==> config.mk <==
export PLATFORM = sky130hd
export DESIGN_NAME = multi_stage_envelope_generator_core
export DESIGN_NICKNAME = d
export VERILOG_FILES = /design/src/design/msenv_pkg.sv /design/src/design/multi_stage_envelope_generator_core.sv
export SDC_FILE = /design/constraint.sdc
export NUM_CORES = 2
export LEC_CHECK = 0
export BUFFER_PORTS_ARGS = -buffer_cell sky130_fd_sc_hd__buf_2
export CELL_PAD_IN_SITES_DETAIL_PLACEMENT = 1
export CELL_PAD_IN_SITES_GLOBAL_PLACEMENT = 1
export CORE_UTILIZATION = 50
export DETAILED_ROUTE_END_ITERATION = 8
export PLACE_DENSITY = 0.83
export SYNTH_ARGS = -nofsm -noshare
export SYNTH_HDL_FRONTEND = slang
export SYNTH_SLANG_ARGS = --single-unit
==> constraint.sdc <==
create_clock -name clk_i -period 8.1 [get_ports clk_i]
set_input_delay 0.81 -clock clk_i [delete_from_list [all_inputs] [get_ports clk_i]]
set_output_delay 0.81 -clock clk_i [all_outputs]
set_load 0.005 [all_outputs]
==> src/design/msenv_pkg.sv <==
package msenv_pkg;

  // Number of stage words and fixed-point fraction of the interpolation scale.
  localparam int unsigned MAX_STAGES = 4;
  localparam int unsigned FRAC_BITS  = 12;
  localparam int unsigned QUO_W      = FRAC_BITS + 1;
  localparam int unsigned DIV_CNT_W  = $clog2(QUO_W);
  localparam int unsigned STAGE_W    = $clog2(MAX_STAGES);
  localparam int unsigned LEVEL_W    = 16;
  localparam int unsigned MS_W       = 16;
  localparam int unsigned TIME_W     = 32;
  localparam int unsigned WORD_W     = 50;
  localparam int unsigned PADDR_W    = 6;

  // Register indexes on the configuration port (byte address is 8 * index).
  localparam logic [2:0] REG_COUNT = 3'd0;
  localparam logic [2:0] REG_WORD0 = 3'd1;
  localparam logic [2:0] REG_WORD1 = 3'd2;
  localparam logic [2:0] REG_WORD2 = 3'd3;
  localparam logic [2:0] REG_WORD3 = 3'd4;

  typedef enum logic [1:0] {
    OP_TICK  = 2'd0,
    OP_START = 2'd1,
    OP_GOTO  = 2'd2
  } opcode_e;

  typedef enum logic [2:0] {
    ST_IDLE,
    ST_CHECK,
    ST_DIV,
    ST_MUL,
    ST_ADD,
    ST_RESP
  } state_e;

  // One stage word, least significant field last.
  typedef struct packed {
    logic                      held;
    logic [MS_W-1:0]           ms;
    logic signed [LEVEL_W-1:0] end_lvl;
    logic                      from_cur;
    logic signed [LEVEL_W-1:0] start_lvl;
  } stage_word_t;

  // A count of zero acts as one, a count above the stage array as its size.
  function automatic logic [2:0] eff_count(input logic [2:0] cnt);
    logic [2:0] res;
    res = cnt;
    if (cnt == 3'd0) begin
      res = 3'd1;
    end else if (cnt > 3'(MAX_STAGES)) begin
      res = 3'(MAX_STAGES);
    end
    return res;
  endfunction

endpackage

==> src/design/multi_stage_envelope_generator_core.sv <==
// Channel   | Direction | Signals
// ----------+-----------+-----------------------------------------------------------
// request   | in        | in_valid_i, in_ready_o, opcode_i, step_ms_i, target_stage_i
// result    | out       | out_valid_o, out_ready_i, level_o, active_o, stage_now_o,
//           |           | started_o, stage_changes_o, completed_now_o
// config    | in/out    | psel, penable, pwrite, paddr, pwdata, prdata, pready
//
// Start, go-to-stage and idle ticks go from accept straight to the result state.
// A running tick passes the check state once per stage it looks at, then, for a
// timed stage still in progress, runs the shared restoring divider, one multiply
// and one add.
// Reset clears the control, configuration and envelope state at once; there is no clearing pass.
// A request is taken only in the idle state; a stalled result holds the next one back.
module multi_stage_envelope_generator_core import msenv_pkg::*; (
  input  logic                      clk_i,
  input  logic                      rst_ni,
  // Request channel
  input  logic                      in_valid_i,
  output logic                      in_ready_o,
  input  logic [1:0]                opcode_i,
  input  logic [MS_W-1:0]           step_ms_i,
  input  logic [2:0]                target_stage_i,
  // Result channel
  output logic                      out_valid_o,
  input  logic                      out_ready_i,
  output logic signed [LEVEL_W-1:0] level_o,
  output logic                      active_o,
  output logic [STAGE_W-1:0]        stage_now_o,
  output logic                      started_o,
  output logic [2:0]                stage_changes_o,
  output logic                      completed_now_o,
  // Configuration port
  input  logic                      psel,
  input  logic                      penable,
  input  logic                      pwrite,
  input  logic [PADDR_W-1:0]        paddr,
  input  logic [63:0]               pwdata,
  output logic [63:0]               prdata,
  output logic                      pready
);

  state_e state_q, state_d;

  logic [2:0]                stage_count_q;
  stage_word_t               words_q [MAX_STAGES];

  logic [TIME_W-1:0]         time_now_q;
  logic [TIME_W-1:0]         ref_time_q;
  logic signed [LEVEL_W-1:0] ref_level_q;
  logic signed [LEVEL_W-1:0] held_level_q;
  logic [STAGE_W-1:0]        stage_idx_q;
  logic                      running_q;

  logic                      started_q;
  logic [2:0]                changes_q;
  logic                      done_q;

  // Divider and interpolation datapath.
  logic [MS_W-1:0]           div_ms_q;
  logic [MS_W:0]             rem_q;
  logic [QUO_W-1:0]          quo_q;
  logic [DIV_CNT_W-1:0]      div_cnt_q;
  logic signed [LEVEL_W-1:0] start_q;
  logic signed [LEVEL_W:0]   diff_q;
  logic signed [LEVEL_W+QUO_W:0] prod_q;

  // Result register.
  logic                      out_valid_q;
  logic signed [LEVEL_W-1:0] out_level_q;
  logic                      out_active_q;
  logic [STAGE_W-1:0]        out_stage_q;
  logic                      out_started_q;
  logic [2:0]                out_changes_q;
  logic                      out_done_q;

  logic                      in_fire;
  logic                      out_load;
  logic                      out_free;
  logic                      cfg_write;
  logic [2:0]                reg_idx;
  logic [2:0]                count_eff;
  stage_word_t               cur_word;
  logic [TIME_W-1:0]         elapsed;
  logic                      crossed;
  logic                      last_stage;
  logic                      flat_level;
  logic signed [LEVEL_W-1:0] interp_start;
  logic                      div_ge;
  logic [MS_W:0]             div_sub;
  logic                      goto_ok;

  // Configuration port decode.
  assign pready    = 1'b1;
  assign reg_idx   = paddr[5:3];
  assign cfg_write = psel & penable & pwrite & pready;

  always_comb begin
    case (reg_idx)
      REG_COUNT: prdata = {61'd0, stage_count_q};
      REG_WORD0: prdata = {14'd0, words_q[0]};
      REG_WORD1: prdata = {14'd0, words_q[1]};
      REG_WORD2: prdata = {14'd0, words_q[2]};
      REG_WORD3: prdata = {14'd0, words_q[3]};
      default:   prdata = 64'd0;
    endcase
  end

  always_ff @(posedge clk_i or negedge rst_ni) begin
    if (!rst_ni) begin
      stage_count_q <= 3'd1;
      for (int i = 0; i < MAX_STAGES; i++) begin
        words_q[i] <= '0;
      end
    end else if (cfg_write) begin
      case (reg_idx)
        REG_COUNT: stage_count_q <= pwdata[2:0];
        REG_WORD0: words_q[0]    <= pwdata[WORD_W-1:0];
        REG_WORD1: words_q[1]    <= pwdata[WORD_W-1:0];
        REG_WORD2: words_q[2]    <= pwdata[WORD_W-1:0];
        REG_WORD3: words_q[3]    <= pwdata[WORD_W-1:0];
        default: ;
      endcase
    end
  end

  // Decode of the running stage and the stage-crossing compare.
  assign count_eff    = eff_count(stage_count_q);
  assign cur_word     = words_q[stage_idx_q];
  assign elapsed      = time_now_q - ref_time_q;
  assign crossed      = !cur_word.held && (elapsed > {16'd0, cur_word.ms});
  assign last_stage   = ({1'b0, stage_idx_q} + 3'd1) >= count_eff;
  assign flat_level   = cur_word.held || (cur_word.ms == '0);
  assign interp_start = cur_word.from_cur ? ref_level_q : cur_word.start_lvl;
  assign goto_ok      = target_stage_i < count_eff;

  // One restoring divide step.
  assign div_ge  = rem_q >= {1'b0, div_ms_q};
  assign div_sub = div_ge ? (rem_q - {1'b0, div_ms_q}) : rem_q;

  // Next state.
  always_comb begin
    state_d = state_q;
    case (state_q)
      ST_IDLE: begin
        if (in_fire) begin
          if ((opcode_i == OP_TICK) && running_q) begin
            state_d = ST_CHECK;
          end else begin
            state_d = ST_RESP;
          end
        end
      end
      ST_CHECK: begin
        if (crossed) begin
          if (last_stage) begin
            state_d = ST_RESP;
          end
        end else if (flat_level) begin
          state_d = ST_RESP;
        end else begin
          state_d = ST_DIV;
        end
      end
      ST_DIV: begin
        if (div_cnt_q == '0) begin
          state_d = ST_MUL;
        end
      end
      ST_MUL: state_d = ST_ADD;
      ST_ADD: state_d = ST_RESP;
      ST_RESP: begin
        if (out_free) begin
          state_d = ST_IDLE;
        end
      end
      default: state_d = ST_IDLE;
    endcase
  end

  // Sequencer outputs.
  always_comb begin
    in_ready_o = 1'b0;
    out_load   = 1'b0;
    case (state_q)
      ST_IDLE: in_ready_o = 1'b1;
      ST_RESP: out_load   = out_free;
      default: ;
    endcase
  end

  assign in_fire  = in_valid_i & in_ready_o;
  assign out_free = !out_valid_q || out_ready_i;

  always_ff @(posedge clk_i or negedge rst_ni) begin
    if (!rst_ni) begin
      state_q <= ST_IDLE;
    end else begin
      state_q <= state_d;
    end
  end

  // Envelope state: request handling and stage walk.
  always_ff @(posedge clk_i or negedge rst_ni) begin
    if (!rst_ni) begin
      time_now_q   <= '0;
      ref_time_q   <= '0;
      ref_level_q  <= '0;
      held_level_q <= '0;
      stage_idx_q  <= '0;
      running_q    <= 1'b0;
      started_q    <= 1'b0;
      changes_q    <= '0;
      done_q       <= 1'b0;
    end else begin
      case (state_q)
        ST_IDLE: begin
          if (in_fire) begin
            started_q <= 1'b0;
            changes_q <= '0;
            done_q    <= 1'b0;
            case (opcode_i)
              OP_START: begin
                time_now_q  <= '0;
                ref_time_q  <= '0;
                ref_level_q <= words_q[0].from_cur ? held_level_q
                                                   : words_q[0].start_lvl;
                held_level_q <= words_q[0].from_cur ? held_level_q
                                                    : words_q[0].start_lvl;
                stage_idx_q <= '0;
                running_q   <= 1'b1;
                started_q   <= 1'b1;
              end
              OP_GOTO: begin
                ref_level_q <= held_level_q;
                ref_time_q  <= time_now_q;
                changes_q   <= 3'd1;
                running_q   <= goto_ok;
                stage_idx_q <= goto_ok ? target_stage_i[STAGE_W-1:0] : '0;
              end
              OP_TICK: begin
                time_now_q <= time_now_q + {16'd0, step_ms_i};
              end
              default: ;
            endcase
          end
        end
        ST_CHECK: begin
          if (crossed) begin
            held_level_q <= cur_word.end_lvl;
            if (last_stage) begin
              running_q   <= 1'b0;
              stage_idx_q <= '0;
              done_q      <= 1'b1;
            end else begin
              ref_time_q  <= ref_time_q + {16'd0, cur_word.ms};
              ref_level_q <= cur_word.end_lvl;
              stage_idx_q <= stage_idx_q + 1'b1;
              changes_q   <= changes_q + 3'd1;
            end
          end else if (flat_level) begin
            held_level_q <= cur_word.end_lvl;
          end
        end
        ST_ADD: begin
          held_level_q <= start_q + prod_q[FRAC_BITS +: LEVEL_W];
        end
        default: ;
      endcase
    end
  end

  // Interpolation datapath: scale = (elapsed << FRAC_BITS) / ms, one bit a cycle.
  always_ff @(posedge clk_i) begin
    case (state_q)
      ST_CHECK: begin
        div_ms_q  <= cur_word.ms;
        rem_q     <= {1'b0, elapsed[MS_W-1:0]};
        quo_q     <= '0;
        div_cnt_q <= DIV_CNT_W'(FRAC_BITS);
        start_q   <= interp_start;
        diff_q    <= (LEVEL_W+1)'(cur_word.end_lvl) - (LEVEL_W+1)'(interp_start);
      end
      ST_DIV: begin
        rem_q     <= {div_sub[MS_W-1:0], 1'b0};
        quo_q     <= {quo_q[QUO_W-2:0], div_ge};
        div_cnt_q <= div_cnt_q - 1'b1;
      end
      ST_MUL: begin
        prod_q <= diff_q * $signed({1'b0, quo_q});
      end
      default: ;
    endcase
  end

  // Result register.
  always_ff @(posedge clk_i or negedge rst_ni) begin
    if (!rst_ni) begin
      out_valid_q <= 1'b0;
    end else if (out_load) begin
      out_valid_q <= 1'b1;
    end else if (out_ready_i) begin
      out_valid_q <= 1'b0;
    end
  end

  always_ff @(posedge clk_i) begin
    if (out_load) begin
      out_level_q   <= held_level_q;
      out_active_q  <= running_q;
      out_stage_q   <= running_q ? stage_idx_q : '0;
      out_started_q <= started_q;
      out_changes_q <= changes_q;
      out_done_q    <= done_q;
    end
  end

  assign out_valid_o     = out_valid_q;
  assign level_o         = out_level_q;
  assign active_o        = out_active_q;
  assign stage_now_o     = out_stage_q;
  assign started_o       = out_started_q;
  assign stage_changes_o = out_changes_q;
  assign completed_now_o = out_done_q;

`ifndef ASSERT_OFF
  // An inactive result always reports stage zero.
  a_idle_stage: assert property (@(posedge clk_i) disable iff (!rst_ni)
    (out_valid_o && !active_o) |-> (stage_now_o == '0))
    else $error("inactive result with nonzero stage");

  // A completion leaves the envelope inactive.
  a_done_inactive: assert property (@(posedge clk_i) disable iff (!rst_ni)
    (out_valid_o && completed_now_o) |-> !active_o)
    else $error("completion reported while active");

  // A start result is active in stage zero with no stage change.
  a_start_state: assert property (@(posedge clk_i) disable iff (!rst_ni)
    (out_valid_o && started_o) |->
      (active_o && (stage_now_o == '0) && (stage_changes_o == '0)))
    else $error("start result inconsistent");

  // The divider never runs with a zero duration.
  a_div_nonzero: assert property (@(posedge clk_i) disable iff (!rst_ni)
    (state_q == ST_DIV) |-> (div_ms_q != '0))
    else $error("divide by zero duration");
`endif

endmodule

==> flow_metrics.tcl <==
set metrics [dict create \
    outcome "complete, but fails checks" \
    failed_checks "design-rule violations" \
    ioPinCount 189 \
    start_util_pct 50.8 \
    postRouteWirelength_mm 106 \
    grt_overflow_total 0 \
    cpPeakStageDelay_ns 0.74 \
    cts_buffer_depth 3 \
    drc 6 \
    grt_pass1_wl_mm 167 \
    fp-row-count 94 \
    crit_top_cell "fa_1" \
    final_cell_mix "inv_1 (350), dfrtp_1 (308), nand2_1 (262)" \
    worstSkewPairLatency_ns 0.62 \
    maxSlewHeadroom_pct 12.9 \
    r2r-start "quo_q[2]" \
    cp_slowest_cell "edfxtp_1" \
    cts_setup_buffers 0 \
    grt_setup_unrepaired "no" \
    cp_num_buf_inv 4 \
    groute.usage.overall_pct 31.4 \
    hold_viol 0 \
    place_congestion 0.905 \
    max_cap_viol_count 0 \
    fmaxAchievable_mhz 135 \
    worstSetupPathType "flop to flop" \
    io_buffers 156 \
    nFillCells 7131 \
    async_flop_share_pct 71.7 \
    die_w_um 261 \
    path_delay_family "adder cells" \
    yosysUniqueCellTypes 83 \
    cts.clk_slew.worst_paths_ns 0.06 \
    tightestPinTransition_ns 1.31 \
    layout_commonest_cell "inv_1" \
    die-area_um2 68100 \
    h-tree-depth 2 \
    antenna_found_initial 9 \
    grt_pass1_vias 29200 \
    synth-seq-cells 434 \
    drtAntennaViolNets 0 \
    drt-initial-drc-count 1813 \
    cts_inserted_buffers 49 \
    synth.avg_cell_area_um2 10.5 \
    drv_slew 0 \
    syn_to_final_growth_pct 9.20 \
    ys_seq_area_share_pct 34.2 \
    setup_viol 0 \
    cts_tree "yes" \
    synth_edf_count 123 \
    cts_root_buf "clkbuf_16" \
    cp.arrival_ns 7.69 \
    vias 26200 \
    clock_skew_ns 0.0406 \
    startpoint "quo_q[2]" \
    setup_tns_ns 0 \
    hold_path.class "input port to async pin" \
    dpl.hpwl_mm 74.2 \
    dr.pass1.iters 8 \
    ys.flop_type "dfrtp_1" \
    post_route_cells_drive_above_1_share_pct 17.6 \
    cts_resized 0 \
    setup.worst_path.start_class "flop" \
    holdBufCountCts 0 \
    clkSinkCount 434 \
    worstPathCellList "and2_1 -> fa_1 -> inv_1 -> fa_1 -> inv_1 -> fa_1 -> fa_1 -> fa_1 -> inv_1 -> fa_1 -> inv_1 -> ha_1 -> a21o_1 -> a21oi_1 -> o21ai_0 -> a41o_1 -> o221a_2 -> o221ai_1 -> o211ai_1 -> o211ai_1 -> o21bai_1 -> a21oi_1 -> xnor2_1" \
    synth_area_um2 33500 \
    min_period_ns 7.38 \
    grt_max_degree 189 \
    detail_route.vias_per_cell 6.26 \
    synthCells 3204 \
    post-route-period-util_pct 91.1 \
    core-area_um2 66100 \
    finalNetCount 3787 \
    critPathMaxFanout 18 \
    ys_warn_count 0 \
    required_ns 8.41 \
    die_y_um 261 \
    worst_setup_path_end_kind "flop" \
    avgRoutedWirePerCell_um 25.2 \
]
==> sequential cells by signal, indices dropped and copies added (netlist names), 13 cells and up <==
| register | count |
|---|---|
| ref_level_q | 16 |
| time_now_q | 32 |
| div_ms_q | 16 |
| quo_q | 13 |
| level_o | 16 |
| held_level_q | 16 |
| diff_q | 17 |
| start_q | 16 |
| ref_time_q | 32 |
| rem_q | 17 |
| words_q | 200 |
| prod_q | 16 |
==> kinds of logic (layout without fill, tap and decap cells) <==
group | after synthesis | in the layout | share of synthesized area (%)
other cells | 2 | 17 | 0.0224
fa+ha+maj | 402 | 402 | 19.5
buf+inv | 517 | 628 | 6.07
simple gates | 784 | 784 | 11.4
compound gates | 605 | 605 | 12.7
xor+xnor | 114 | 114 | 2.98
mux | 346 | 346 | 13.1
flops | 434 | 434 | 34.2
==> stage by stage <==
step,utilization (%),setup WS [ns],hold slack [ns],instances,cell area (µm²)
after detailed placement,53.1,0.900,0.440,4100,35100
final,55.4,0.720,0.303,4194,36600
after CTS,55.4,0.847,0.349,4192,36600
after global placement,53.1,1.10,0.437,4100,35100
after global routing,55.4,0.431,0.405,4193,36600
after floorplan,-,1.83,0.426,3217,33600
==> cell usage after synthesis, types with 48 or more instances <==
master      n  area share, %
nor2_1    157            1.8
a21oi_1   147            2.2
o21ai_0   107            1.6
mux2_2    214            7.2
mux4_2     50            3.4
fa_1      201             12
edfxtp_1  123             11
dfrtp_1   310             23
nand2_1   263            2.9
a221o_1    48            1.4
mux2i_1    71            2.1
ha_1      201            7.5
xnor2_1    76            2.0
and2_1    135            2.5
inv_1     351            3.9
clkbuf_1  117            1.3
a22o_1     62            1.6
==> worst paths after layout <==
kind	end	slack (ns)	cells after the start
max	prod_q[27]	0.72	23
min	words_q[191]	0.30	1
max reg2reg	prod_q[27]	0.72	23
min reg2reg	started_o	0.45	0
max in group asynchronous	state_q[0]	6.09	2
min in group clk_i	started_o	0.45	0
==> per-layer routing <==
layer	global-route usage, %	part of all wire, %	up-vias
met5	0	0.077	-
met2	53.8	49	927
met4	9.98	3.0	14
met1	40.3	41	13700
met3	5.86	6.6	227
li1	-	-	11400
==> layout make-up <==
cell class | count | area (µm²) | area share (%)
Inverter | 351 | 1320 | 3.60
Timing Repair Buffer | 185 | 1030 | 2.82
Tap cell | 864 | 1080 | 2.95
Antenna cell | 2 | 5.00 | 0.0137
Multi-Input combinational cell | 2266 | 20200 | 55.0
Sequential cell | 434 | 11500 | 31.3
Clock inverter | 24 | 195 | 0.533
Clock buffer | 68 | 1370 | 3.73
Power is not shown: default switching activity piles up to over one toggle a cycle in this logic, so the estimate is an artifact.
